File: src/sv/lmsq31_pkg.sv
// ----------------------------------------------------------------------------
// LMS adaptive FIR package
// Shared types and constants for the Q31 LMS adaptive FIR filter.
// ----------------------------------------------------------------------------
`default_nettype none

package lmsq31_pkg;

  localparam int unsigned DW     = 32;
  localparam int unsigned CFG_AW = 2;

  // Request kinds
  localparam logic [1:0] KIND_SAMPLE = 2'd0;
  localparam logic [1:0] KIND_WRITE  = 2'd1;
  localparam logic [1:0] KIND_READ   = 2'd2;
  localparam logic [1:0] KIND_CLEAR  = 2'd3;

  // Configuration register indexes
  localparam logic [CFG_AW-1:0] CFG_TAPS  = 2'd0;
  localparam logic [CFG_AW-1:0] CFG_MU    = 2'd1;
  localparam logic [CFG_AW-1:0] CFG_SHIFT = 2'd2;

  // Configuration reset values
  localparam logic [5:0]        TAPS_RST  = 6'd32;
  localparam logic [DW-1:0]     MU_RST    = 32'h4000_0000;
  localparam logic [4:0]        SHIFT_RST = 5'd0;

  // Q31 limits
  localparam logic signed [DW-1:0] Q31_MAX = 32'sh7fff_ffff;
  localparam logic signed [DW-1:0] Q31_MIN = 32'sh8000_0000;

  // Operation carried by the multiply pipeline
  typedef enum logic [1:0] {
    OP_NONE = 2'd0,
    OP_FIR  = 2'd1,
    OP_UPD  = 2'd2,
    OP_MU   = 2'd3
  } op_e;

  typedef struct packed {
    logic [1:0]              kind;
    logic signed [DW-1:0]    sample;
    logic signed [DW-1:0]    reference;
    logic [4:0]              tap_index;
    logic signed [DW-1:0]    tap_value;
  } in_item_t;

  typedef struct packed {
    logic signed [DW-1:0]    filter_out;
    logic signed [DW-1:0]    error_out;
    logic signed [DW-1:0]    tap_read;
    logic                    is_read;
  } out_item_t;

  // Controls from the sequencer to the arithmetic unit
  typedef struct packed {
    op_e  op_b;     // operation whose memory data is present this cycle
    op_e  op_c;     // operation whose product is registered this cycle
    logic last_b;   // stage B holds the newest tap: take the new sample
    logic acc_clr;  // clear the accumulator
    logic ye_ld;    // load output and error from the accumulator
  } mac_ctrl_t;

endpackage

`default_nettype wire

File: src/sv/lmsq31_mac.sv
// ----------------------------------------------------------------------------
// LMS multiply-accumulate unit
// Shared 32x32 multiplier with accumulator, output/error, alpha and
// saturating weight update.
// ----------------------------------------------------------------------------
`default_nettype none

module lmsq31_mac import lmsq31_pkg::*; (
  input  logic                 clk_i,
  input  mac_ctrl_t            ctrl_i,
  input  logic signed [DW-1:0] hist_rdata_i,
  input  logic signed [DW-1:0] w_rdata_i,
  input  logic signed [DW-1:0] sample_i,
  input  logic signed [DW-1:0] reference_i,
  input  logic signed [DW-1:0] step_size_i,
  input  logic [4:0]           output_shift_i,
  output logic signed [DW-1:0] hist_wdata_o,
  output logic signed [DW-1:0] w_wdata_o,
  output logic signed [DW-1:0] filter_out_o,
  output logic signed [DW-1:0] error_out_o
);

  logic signed [DW-1:0]   mul_a;
  logic signed [DW-1:0]   mul_b;
  logic signed [2*DW-1:0] prod_q;
  logic signed [DW-1:0]   wold_q;
  logic signed [2*DW-1:0] acc_q;
  logic signed [2*DW-1:0] acc_sh;
  logic signed [DW-1:0]   y_d;
  logic signed [DW-1:0]   y_q;
  logic signed [DW-1:0]   e_q;
  logic signed [DW-1:0]   alpha_q;
  logic signed [DW-1:0]   incr;
  logic signed [DW+1:0]   upd_sum;

  // Shift the delay line: the newest tap takes the new sample
  assign hist_wdata_o = ctrl_i.last_b ? sample_i : hist_rdata_i;

  // Select multiplier operands
  always_comb begin
    case (ctrl_i.op_b)
      OP_UPD: begin
        mul_a = alpha_q;
        mul_b = hist_rdata_i;
      end
      OP_MU: begin
        mul_a = e_q;
        mul_b = step_size_i;
      end
      default: begin
        mul_a = hist_wdata_o;
        mul_b = w_rdata_i;
      end
    endcase
  end

  // Output: low word of the sum shifted right by 31 - output_shift
  assign acc_sh = acc_q >>> (~output_shift_i);
  assign y_d    = acc_sh[DW-1:0];

  // Weight update: old weight plus twice the high word of alpha * x
  assign incr    = prod_q[2*DW-1:DW];
  assign upd_sum = {{2{wold_q[DW-1]}}, wold_q} + {incr[DW-1], incr, 1'b0};

  always_comb begin
    if (!upd_sum[DW+1] && (upd_sum[DW:DW-1] != 2'b00)) begin
      w_wdata_o = Q31_MAX;
    end else if (upd_sum[DW+1] && (upd_sum[DW:DW-1] != 2'b11)) begin
      w_wdata_o = Q31_MIN;
    end else begin
      w_wdata_o = upd_sum[DW-1:0];
    end
  end

  // Multiply, accumulate and hold intermediate results
  always_ff @(posedge clk_i) begin
    prod_q <= mul_a * mul_b;
    wold_q <= w_rdata_i;
    if (ctrl_i.acc_clr) begin
      acc_q <= '0;
    end else if (ctrl_i.op_c == OP_FIR) begin
      acc_q <= acc_q + prod_q;
    end
    if (ctrl_i.ye_ld) begin
      y_q <= y_d;
      e_q <= reference_i - y_d;
    end
    if (ctrl_i.op_c == OP_MU) begin
      alpha_q <= prod_q[2*DW-2:DW-1];
    end
  end

  assign filter_out_o = y_q;
  assign error_out_o  = e_q;

endmodule

`default_nettype wire

File: config.mk
export PLATFORM = sky130hd
export DESIGN_NAME = lmsq31_mac
export DESIGN_NICKNAME = d
export VERILOG_FILES = /design/src/sv/lmsq31_pkg.sv /design/src/sv/lmsq31_mac.sv
export SDC_FILE = /design/constraint.sdc
export NUM_CORES = 2
export LEC_CHECK = 0
export ABC_AREA = 1
export BUFFER_PORTS_ARGS = -buffer_cell sky130_fd_sc_hd__buf_4
export CORE_MARGIN = 5
export CORE_UTILIZATION = 50
export CTS_CLUSTER_DIAMETER = 60
export DETAILED_ROUTE_END_ITERATION = 8
export GPL_TIMING_DRIVEN = 0
export HOLD_SLACK_MARGIN = 0.05
export PLACE_DENSITY = 0.67
export SYNTH_ARGS = -nofsm -noshare
export SYNTH_HDL_FRONTEND = slang
export SYNTH_SLANG_ARGS = --single-unit
File: constraint.sdc
create_clock -name clk_i -period 16.3 [get_ports clk_i]
set_input_delay 1.63 -clock clk_i [delete_from_list [all_inputs] [get_ports clk_i]]
set_output_delay 1.63 -clock clk_i [all_outputs]
set_load 0.02 [all_outputs]
==> key figures <==
Outcome
  – Outcome: finished with violations
  – Violated checks: capacitance limit, slew limit

Floorplanning
  – Initial core utilization: 50.27%
  – Chip width: 348.6 um
  – Core ar.: 114000 um2
  – Die H: 348.6 um
  – Ports: 301
  – Row cnt: 124
  – Die ar.: 121500 um2

Synthesis
  – Cell with the most instances after synthesis: nand2_1
  – Register area share after synthesis: 10.58%
  – Yosys top cell area share: 37.89%
  – Synth Instances: 7437
  – Syn nets: 9004
  – Synth warn: 0
  – Post-synthesis register bit count: 255
  – Synth cell types: 60
  – Post-synth top flop: dfxtp_1
  – Synth area leader: fa_1
  – Top area cells in the synthesized netlist: fa_1, nand2_1, inv_1, ha_1, nor2_1
  – Post-synth top cells: nand2_1, inv_1, fa_1
  – Mapped Area: 57330 um2
  – Avg Cell Area, Syn: 7.708 um2
  – Number of synthesized flops with an enable pin: 96
  – Fraction of registers with async set/reset: 0%

Drt
  – Via count: 54980
  – Drt drc: 0
  – WL/cell: 29.68 um
  – Iter 0 DRT Violations: 6198
  – Antenna-violating nets left: 0
  – Post-Route WL: 277.2 mm
  – Drt pass-1 iters: 6
  – Vias per cell: 5.888

Flow run
  – Max_cap viols: 2

Setup path
  – Worst-path fanout max: 13
  – Crit Path Class: in2reg
  – Crit end category: flop
  – Arrival time worst endpoint: 12730 ps
  – CP max-delay cell: clkinv_1
  – Worst setup SP type: input pin
  – Critical Path Max Stage Delay: 940 ps
  – Critical Path Most Common Cell: fa_1
  – CP required: 16830 ps

Timing
  – Setup TNS: 0 ps
  – Period utilization: 74.85%
  – Fmax: 0.08196 GHz
  – RSZ-0062 raised after global routing: false
  – Rel. slew slack: -3.480%
  – Setup Viol. Count Final: 0
  – Skew final: 67.82 ps
  – Final Hold Viols: 0
  – Final worst path period need: 12200 ps
  – Final Max Tran Viols: 14
  – Slew @ Worst Pin: 1552 ps

Placed design
  – RePlAce Congestion: 1.088
  – Placed wire-length estimate: 234.7 mm
  – Port buffer count: 294

Clock network
  – Post-CTS Setup Inserts: 0
  – Num CTS Buffers: 41
  – Worst-skew pair later-pin latency: 640 ps
  – PostCTS Resize Cnt: 0
  – Worst-case clock buffer depth: 3
  – H-tree depth: 2
  – Hold-fix buffers, CTS: 0
  – CTS tree: yes
  – # clock sinks: 255
  – CTS Root Cell: clkbuf_16
  – Clock-pin slew on the worst setup and hold paths: 60 ps

GRT
  – Largest net degree at the start of global routing: 65
  – Remaining global-route overflow: 0
  – GR Util met2: 67.09%
  – Antenna violations before repair: 15
  – Vias in the first global route: 55220
  – Met3 usage: 13.19%
  – Total GRT Usage: 44.90%
  – Most Used Layer, Global Route: met2
  – First-pass GRT wire length: 387.6 mm
  – M1 GR Usage: 55.18%

Min path
  – Worst hold path class: reg2reg

Finish
  – Synth-to-layout area growth: 10.06%
  – Share of layout cells above drive strength 1: 8.344%
  – Fin nets: 9348
-- layout make-up --
class / count / area, um2
antenna: 12 / 30.03
buffer: 255 / 1281
clock buffer: 51 / 1126
clock inverter: 25 / 354.1
fill: 11140 / 50940
inverter: 1633 / 6132
multi-input combinational: 5294 / 43880
sequential: 255 / 6066
tap: 1512 / 1892
timing repair buffer: 301 / 2330
-- metal layers --
metal  part of all wire (%)  wire length (um)  vias to the layer above
met5                  0.027                75                        -
met1                     36             99370                    27010
met4                    9.6             26730                       10
li1                       -                 -                    23110
met3                     12             33080                     1053
met2                     43            117900                     3793
-- flip-flops by register name (all words and copies together) (netlist names) --
register,count
error_out_o,32
prod_q,64
acc_q,63
wold_q,32
filter_out_o,32
alpha_q,32
-- final timing paths --
check	start	to	slack [ps]	cells after the start
setup / recovery	ctrl_i[6]	prod_q[63]$_DFF_P_	4100	32
hold / removal	acc_q[62]$_SDFFE_PP0N_	acc_q[62]$_SDFFE_PP0N_	530	2
setup reg to reg	error_out_o[31]$_DFFE_PP_	prod_q[63]$_DFF_P_	5230	26
hold reg to reg	acc_q[62]$_SDFFE_PP0N_	acc_q[62]$_SDFFE_PP0N_	530	2
-- worst max-delay path, delay by kind of cell --
| family | cells | cell delay [ps] |
|---|---|---|
| AO/OA/AOI/OAI | 3 | 1670 |
| adder cells (fa/ha/maj) | 9 | 4630 |
| buffers and inverters | 12 | 3300 |
| AND/OR/NAND/NOR | 8 | 1490 |
-- cell families after synthesis --
kind of cell,Yosys count,share of synthesized area (%)
and+or+nand+nor,2865,19.75
adders and majority gates,1394,44.63
xor gates and xnor gates,139,2.124
buffers and inverters,1888,12.93
muxes,48,0.9014
AOI/OAI and AO/OA,848,9.073
DFF,255,10.58
-- through the flow --
stage                     worst slack, ps  util (%)  hold WS, ps  instance area, um2  cells
after floorplan                      6895         -        414.8               57330   7437
after global placement               3992     53.87        506.4               61430   9243
after detailed placement             3903     54.00        509.0               61580   9250
after CTS                            4511     55.30        519.7               63060   9326
after global routing                 3928     55.31        546.2               63070   9327
final                                4099     55.33        527.2               63090   9338
-- placed cells by master, fill, tap and decap left out, types with 25 or more instances in the layout --
master / synthesis / routed
xnor2_1: 25 / 25
a21oi_1: 321 / 320
clkbuf_16: 0 / 43
nand2_1: 1623 / 1623
inv_2: 43 / 44
o21ai_0: 296 / 295
clkbuf_1: 88 / 94
ha_1: 309 / 309
nand4_1: 34 / 34
o22a_1: 28 / 28
dfxtp_1: 159 / 159
o21a_1: 33 / 33
nor2_1: 911 / 911
xor2_1: 114 / 114
edfxtp_1: 96 / 96
buf_2: 121 / 121
nor3_1: 30 / 30
fa_1: 1085 / 1084
mux2_2: 29 / 29
o21ai_1: 30 / 31
buf_4: 8 / 302
nand3_1: 207 / 207
inv_1: 1584 / 1583
o21bai_1: 34 / 34
Power is left out: the tool's default activity adds up to more than one toggle a clock period on the data nets, which glitch-free logic cannot reach.
