[src/sv/lmsq31_ram.sv]
// ----------------------------------------------------------------------------
// LMS generic RAM
// One write port and one read port with registered read data.
// ----------------------------------------------------------------------------
`default_nettype none

module lmsq31_ram #(
  parameter int unsigned W = 32,
  parameter int unsigned D = 32,
  localparam int unsigned AW = (D > 1) ? $clog2(D) : 1
) (
  input  logic          clk_i,
  input  logic          we_i,
  input  logic [AW-1:0] waddr_i,
  input  logic [W-1:0]  wdata_i,
  input  logic          re_i,
  input  logic [AW-1:0] raddr_i,
  output logic [W-1:0]  rdata_o
);

  logic [W-1:0] mem_q [D];
  logic [W-1:0] rdata_q;

  // Write and registered read
  always_ff @(posedge clk_i) begin
    if (we_i) begin
      mem_q[waddr_i] <= wdata_i;
    end
    if (re_i) begin
      rdata_q <= mem_q[raddr_i];
    end
  end

  assign rdata_o = rdata_q;

endmodule

`default_nettype wire

[config.mk]
export PLATFORM = sky130hd
export DESIGN_NAME = lmsq31_ram
export DESIGN_NICKNAME = d
export VERILOG_FILES = /design/src/sv/lmsq31_ram.sv
export SDC_FILE = /design/constraint.sdc
export NUM_CORES = 1
export LEC_CHECK = 0
export ABC_AREA = 1
export ABC_CLOCK_PERIOD_IN_PS = 4400
export BUFFER_PORTS_ARGS = -buffer_cell sky130_fd_sc_hd__buf_4
export CAP_MARGIN = 5
export CORE_MARGIN = 1.5
export CORE_UTILIZATION = 62
export CTS_CLUSTER_SIZE = 12
export DETAILED_ROUTE_END_ITERATION = 6
export HOLD_SLACK_MARGIN = 0.05
export PLACE_DENSITY = 0.76
export SYNTH_ARGS = -nofsm -noshare
export SYNTH_HDL_FRONTEND = slang
export SYNTH_SLANG_ARGS = --single-unit
[constraint.sdc]
create_clock -name clk_i -period 4.4 [get_ports clk_i]
set_clock_uncertainty 0.1 [all_clocks]
set_input_delay 0.22 -clock clk_i [delete_from_list [all_inputs] [get_ports clk_i]]
set_output_delay 0.22 -clock clk_i [all_outputs]
set_load 0.005 [all_outputs]
==> impl_metrics.tcl, run 1 <==
set metrics [dict create \
    run_status "finished, final reports clean" \
    synth_seq_area_share_pct 74.2 \
    timing.final.ws_setup_ns 2.19 \
    insertion_delay_ns 0.66 \
    gpl.final_weighted_congestion 0.805 \
    floorplan.die.width_um 266 \
    cts.sink_count 1056 \
    num_vias 27700 \
    post-cts-setup-buffers 0 \
    cp_data_required_time_ns 4.82 \
    hold_class "primary input to register" \
    worst_path_most_repeated_cell "sky130_fd_sc_hd__nand2_1" \
    wl_per_cell_um 24.0 \
    timing.final.crit_share_pct 50.3 \
    clock_transition_time_at_the_flip_flop_clock_pins_of_the_worst_setup_and_hold_paths_ns 0.06 \
    core_region_area_mm2 0.0683 \
    worstPathArrival_ns 2.63 \
    synth.distinct_cells 13 \
    synth.top_cells.by_area "sky130_fd_sc_hd__edfxtp_1 74%, sky130_fd_sc_hd__nand2_1 13%, sky130_fd_sc_hd__nand3_1 9.1%, sky130_fd_sc_hd__buf_6 1.7%, sky130_fd_sc_hd__buf_2 0.97%" \
    syn-num-nets 3581 \
    crit_path_max_incr_delay_ns 0.71 \
    placement.io_buffers 76 \
    ant_nets 0 \
    die_y_um 266 \
    timing.setup.tns_ns 0 \
    syn_avg_cell_area_um2 12.1 \
    cts_repair_resize_count 0 \
    nets 3629 \
    first_pass_iters 5 \
    cp-start-kind "primary input" \
    global_route_wire_length_before_repair_mm 162 \
    area_growth_pct 9.50 \
    htree_num_levels 3 \
    synth_top_area_cell "sky130_fd_sc_hd__edfxtp_1" \
    setup.worst_path.class "primary input to register" \
    final_cell_area_mm2 0.0468 \
    critPathTopFamily "buffers and inverters" \
    finalWorstPathRequiredPeriod_ns 2.21 \
    slew_at_the_pin_closest_to_its_max_slew_limit_ns 1.34 \
    cts_tree "done" \
    routed_wl_mm 108 \
    pre_cts_setup_slack_ns 1.56 \
    cp_cell_sequence "buf_8 -> inv_16 -> buf_4 -> nand2_1 -> nand3_1 -> nand3_1 -> nand2_1 -> nand2_1 -> nand2_1 -> nand2_1 -> nand2_1" \
    number_of_remaining_drc_errors 0 \
    vdd_ir_drop_max_uv 340 \
    critical-path-slowest-cell "sky130_fd_sc_hd__buf_4" \
    total_area_of_multi_input_combinational_cells_mm2 0.00967 \
    type_of_destination_of_the_critical_path "register" \
    rsz0062_at_grt "no" \
    antenna_cells 0 \
    most_used_cells_in_the_layout_excluding_fill_and_tap_cells "1440 x sky130_fd_sc_hd__nand2_1, 1056 x sky130_fd_sc_hd__edfxtp_1, 780 x sky130_fd_sc_hd__nand3_1, 116 x sky130_fd_sc_hd__buf_4, 103 x sky130_fd_sc_hd__clkbuf_16" \
    timing.final.setup_violations 0 \
    routed_via_density 6.14 \
    io_pins 77 \
    netlist.area_leader.share_pct 74.2 \
    cts_max_path_buffers 3 \
    post-place-cells 4328 \
    grt_max_degree 206 \
    ff_latch_area_mm2 0.0317 \
    timing.final.hold_violations 0 \
    ctsRootBufferMaster "sky130_fd_sc_hd__clkbuf_16" \
    row_count 96 \
    share_of_layout_cells_above_drive_strength_1_pct 7.51 \
    leading_cell_type_in_the_layout_fill_and_taps_excluded "sky130_fd_sc_hd__nand2_1" \
    drtIter0Drc 3570 \
    synthesis.area_mm2 0.0427 \
    dpl_cell_area_mm2 0.0436 \
    syn-instance-count 3536 \
    p_per_area_mw_per_mm2 433 \
    synth.yosys.warnings 0 \
    layout.filler_cells 4651 \
    power.leakage_nw 17.0 \
    initial_utilization_pct 62.5 \
    grt_use_total_pct 31.0 \
    maxClockFrequency_ghz 0.452 \
    place_hpwl_mm 52.8 \
    grt_overflow_total 0 \
    die_area_mm2 0.0705 \
    critical_path_buf_inv_count 3 \
    max-cap-violations 0 \
    initial_antenna_violation_count 3 \
    final_cells 4516 \
    critical_path.max_fanout 192 \
    worst_slew_margin_relative_to_its_limit_pct 10.7 \
    via_count_of_the_first_global_routing_pass 26600 \
    numCtsBuffers 103 \
    drv_slew 0 \
    postSynthRegisterBits 1056 \
]
==> registers in the layout, indices dropped and copies added, names as in the netlist <==
name     cells
mem_q     1024
rdata_o     32
==> worst reg2reg max path, stage by stage (launching register included) <==
cell and delay [ns]:
sky130_fd_sc_hd__edfxtp_1 0.37, sky130_fd_sc_hd__nand2_1 0.09, sky130_fd_sc_hd__nand3_1 0.11, sky130_fd_sc_hd__nand3_1 0.13, sky130_fd_sc_hd__nand2_1 0.10, sky130_fd_sc_hd__nand2_1 0.07
sky130_fd_sc_hd__nand2_1 0.07, sky130_fd_sc_hd__nand2_1 0.06, sky130_fd_sc_hd__nand2_1 0.13
==> layer usage <==
metal	wire length [um]	GRT usage [%]
met5	34	0
met1	41100	42.4
met4	4340	12.7
met3	11100	5.42
met2	51900	49.9
==> cells by family (layout without fill, tap and decap cells) <==
kind of cell	count (synthesis)	count (layout)	synth area share [%]
buf+inv	228	326	3.71
simple gates	2252	2252	22.1
flops	1056	1056	74.2
==> through the flow <==
stage                     utilization, %  hold WS, ns  total power, mW
after floorplan                        -        0.219             12.2
after global placement              63.9        0.530             12.7
after detailed placement            63.9        0.527             12.7
after CTS                           68.5        0.105             20.3
after global routing                68.5        0.129             20.8
final                               68.5        0.154             20.2
==> area by class of cell <==
cell class                      count  area share (%)
Tap cell                          882            2.36
Multi-Input combinational cell   2252            20.7
Inverter                           10           0.144
Timing Repair Buffer              161            3.04
Clock inverter                     26           0.289
Sequential cell                  1056            67.8
Clock buffer                      129            5.72
==> cell usage after synthesis <==
cell type,n
sky130_fd_sc_hd__buf_6,66
sky130_fd_sc_hd__buf_4,24
sky130_fd_sc_hd__edfxtp_1,1056
sky130_fd_sc_hd__nand3_1,780
sky130_fd_sc_hd__buf_2,83
sky130_fd_sc_hd__buf_8,3
sky130_fd_sc_hd__buf_1,18
sky130_fd_sc_hd__clkbuf_1,24
sky130_fd_sc_hd__inv_2,2
sky130_fd_sc_hd__nor2_1,32
sky130_fd_sc_hd__nand2_1,1440
sky130_fd_sc_hd__inv_1,7
sky130_fd_sc_hd__inv_8,1
==> worst paths after layout <==
kind	endpoint	from	slack (ns)	cells past startpoint
setup / recovery	rdata_o[23]	raddr_i[0]	2.19	11
hold reg to reg	rdata_o[10]	mem_q[0][10]	0.72	8
hold / removal	rdata_o[11]	raddr_i[4]	0.15	3
setup reg to reg	rdata_o[15]	mem_q[7][15]	2.89	8
==> repair_timing <==
action                                  4_1_cts  5_1_grt
hold endpoints to repair                   1033        0
endpoints found under the setup margin        0        0
hold buffers                                 33        0
==> power breakdown <==
part	switching [mW]	total, mW	internal, mW
logic	0.919	1.27	0.346
registers	0.0504	11.3	11.2
clock network	3.48	7.70	4.22
total	4.45	20.2	15.8
(Power assumes the default switching activity.)
==> run 2: changes to the inputs <==
--- a/config.mk
+++ b/config.mk
@@ -5,8 +5,8 @@
 export SDC_FILE = /design/constraint.sdc
 export NUM_CORES = 1
 export LEC_CHECK = 0
-export ABC_AREA = 1
-export ABC_CLOCK_PERIOD_IN_PS = 4400
+export ABC_AREA = 0
+export ABC_CLOCK_PERIOD_IN_PS = 2200
 export BUFFER_PORTS_ARGS = -buffer_cell sky130_fd_sc_hd__buf_4
 export CAP_MARGIN = 5
 export CORE_MARGIN = 1.5
==> constraint.sdc (replaced) <==
create_clock -name clk_i -period 2.2 [get_ports clk_i]
set_clock_uncertainty 0.1 [all_clocks]
set_input_delay 0.11 -clock clk_i [delete_from_list [all_inputs] [get_ports clk_i]]
set_output_delay 0.11 -clock clk_i [all_outputs]
set_load 0.005 [all_outputs]
==> run 2 against run 1 <==
  * Global-route usage decreased by 0.96 points
  * First-iteration DRC count decreased by 21%
  * Area after synthesis fell by 4.5%
  * Count of clock-buffer cells in the layout fell by 4
  * Utilization rose by 4.4 points
  * Clock power rose by 100%
  * Hold slack lost 0.0095 ns
  * Largest cell class unchanged
==> impl_metrics.tcl, run 2 <==
set metrics [dict create \
    initial_antenna_violation_count 5 \
    netlist.area_leader.share_pct 77.7 \
    vdd_ir_drop_max_uv 566 \
    insertion_delay_ns 0.67 \
    slew_at_the_pin_closest_to_its_max_slew_limit_ns 0.737 \
    place_hpwl_mm 54.2 \
    timing.final.hold_violations 0 \
    type_of_destination_of_the_critical_path "register" \
    cts_tree "done" \
    nets 2544 \
    postSynthRegisterBits 1056 \
    critical_path.max_fanout 8 \
    ctsRootBufferMaster "sky130_fd_sc_hd__clkbuf_16" \
    gpl.final_weighted_congestion 0.807 \
    die_area_mm2 0.0674 \
    wl_per_cell_um 29.4 \
    global_route_wire_length_before_repair_mm 144 \
    routed_via_density 6.56 \
    timing.final.ws_setup_ns 0.201 \
    p_per_area_mw_per_mm2 854 \
    cp-start-kind "primary input" \
    number_of_remaining_drc_errors 0 \
    numCtsBuffers 102 \
    cts.sink_count 1056 \
    grt_overflow_total 0 \
    rsz0062_at_grt "no" \
    cts_repair_resize_count 0 \
    drtIter0Drc 2813 \
    via_count_of_the_first_global_routing_pass 22400 \
    power.leakage_nw 16.5 \
    cts_max_path_buffers 3 \
    grt_use_total_pct 30.0 \
    run_status "finished, final reports clean" \
    share_of_layout_cells_above_drive_strength_1_pct 14.9 \
    finalWorstPathRequiredPeriod_ns 2.00 \
    synthesis.area_mm2 0.0408 \
    pre_cts_setup_slack_ns 0.131 \
    setup.worst_path.class "primary input to register" \
    most_used_cells_in_the_layout_excluding_fill_and_tap_cells "1056 x sky130_fd_sc_hd__edfxtp_1, 512 x sky130_fd_sc_hd__mux2i_1, 155 x sky130_fd_sc_hd__buf_4, 102 x sky130_fd_sc_hd__clkbuf_16, 98 x sky130_fd_sc_hd__nand3_1" \
    regMostFlops "mem_q" \
    crit_path_max_incr_delay_ns 0.64 \
    critPathTopFamily "buffers and inverters" \
    floorplan.die.width_um 260 \
    synth_edf_count 1056 \
    layout.filler_cells 3811 \
    timing.final.setup_violations 0 \
    core_region_area_mm2 0.0647 \
    syn-instance-count 2260 \
    first_pass_iters 5 \
    leading_cell_type_in_the_layout_fill_and_taps_excluded "sky130_fd_sc_hd__edfxtp_1" \
    synth.top_cells.by_area "sky130_fd_sc_hd__edfxtp_1 78%, sky130_fd_sc_hd__mux2i_1 13%, sky130_fd_sc_hd__a22oi_1 1.8%, sky130_fd_sc_hd__a22o_1 1.4%, sky130_fd_sc_hd__nand3_1 1.2%" \
    synth.distinct_cells 24 \
    largest_register_ffs 1024 \
    dominantRegCellSynth "sky130_fd_sc_hd__edfxtp_1" \
    num_vias 22300 \
    hold_class "primary input to register" \
    row_count 93 \
    timing.hold.ws_ns 0.144 \
    critical-path-slowest-cell "sky130_fd_sc_hd__dlygate4sd3_1" \
    synth.yosys.warnings 0 \
    cp_data_required_time_ns 2.49 \
    maxClockFrequency_ghz 0.500 \
    ff_latch_area_mm2 0.0317 \
    timing.final.crit_share_pct 90.9 \
    post-place-cells 3211 \
    total_area_of_multi_input_combinational_cells_mm2 0.00861 \
    clock_transition_time_at_the_flip_flop_clock_pins_of_the_worst_setup_and_hold_paths_ns 0.06 \
    io_pins 77 \
    worstPathArrival_ns 2.29 \
    htree_num_levels 3 \
    critical_path_buf_inv_count 4 \
    top_cells_by_count_synth "1056 x sky130_fd_sc_hd__edfxtp_1, 512 x sky130_fd_sc_hd__mux2i_1, 98 x sky130_fd_sc_hd__nand2_1, 98 x sky130_fd_sc_hd__nand3_1" \
    initial_utilization_pct 63.1 \
    placement.io_buffers 76 \
    post-synth-top-count-cell "sky130_fd_sc_hd__edfxtp_1" \
    share_of_flip_flops_with_an_asynchronous_set_or_reset_after_synthesis_pct 0 \
    synth_seq_area_share_pct 77.7 \
    syn_avg_cell_area_um2 18.1 \
    final_cells 3400 \
    synth_top_area_cell "sky130_fd_sc_hd__edfxtp_1" \
    area_growth_pct 15.5 \
    syn-num-nets 2305 \
    drv_slew 0 \
    max-cap-violations 0 \
    routed_wl_mm 99.9 \
    ant_nets 0 \
    grt_max_degree 46 \
    cp_cell_sequence "dlygate4sd3_1 -> buf_4 -> nor2_4 -> buf_4 -> dlygate4sd3_1 -> nand2_1 -> a31oi_1 -> nand3_1" \
    worst_slew_margin_relative_to_its_limit_pct 50.9 \
    die_y_um 260 \
]
## run 2: cell families (layout without fill, tap and decap cells)
family / count (synthesis) / in the layout / synth area share (%)
buffers and inverters: 127 / 410 / 1.85
AO/OA/AOI/OAI: 288 / 288 / 4.81
other: 0 / 2 / 0
AND/OR/NAND/NOR: 277 / 277 / 3.08
multiplexers: 512 / 512 / 12.6
flip-flops: 1056 / 1056 / 77.7
## run 2: worst min-delay path: stages
cell and delay [ns]:
sky130_fd_sc_hd__buf_4 0.11, sky130_fd_sc_hd__nand2b_2 0.07, sky130_fd_sc_hd__buf_12 0.20, sky130_fd_sc_hd__a21oi_1 0.14
sky130_fd_sc_hd__nand3_1 0.08, sky130_fd_sc_hd__nand3_1 0.07
## run 2: worst paths after layout
kind / start / to / slack, ns / depth (start not counted)
setup reg to reg: mem_q[7][4] / rdata_o[4] / 0.56 / 5
hold / removal: raddr_i[3] / rdata_o[3] / 0.14 / 6
hold reg to reg: mem_q[10][3] / rdata_o[3] / 0.58 / 4
setup / recovery: raddr_i[1] / rdata_o[2] / 0.20 / 8
## run 2: stage by stage
step	power, mW	util, %	cell area [um2]	setup TNS, ns
after global routing	41.3	72.8	47100	0
after floorplan	24.1	-	40800	-199.40
final	40.3	72.9	47100	0
after global placement	25.1	67.9	43900	0
after detailed placement	25.2	67.9	43900	0
after CTS	40.4	72.8	47100	0
## run 2: metal layers
layer	global-route usage (%)	part of all wire, %
met4	12.6	3.9
met3	6.26	10
met1	41.5	38
met2	47.1	48
met5	0	0.029
## run 2: what timing repair did
action,4_1_cts,5_1_grt
buffers inserted,0,0
hold endpoints to repair,1063,0
hold buffers,39,0
## run 2: power by group
group	total, mW	switching (mW)	internal, mW
Sequential	22.6	0.0998	22.5
Combinational	2.34	1.44	0.904
Clock	15.4	6.87	8.49
Total	40.3	8.41	31.9
## run 2: final cells by class
class	count	share of cell area (%)
sequential	1056	67.3
multi-input combinational	1077	18.3
timing repair buffer	262	6.17
clock buffer	125	5.60
tap	855	2.27
clock inverter	23	0.401
antenna	2	0.0106
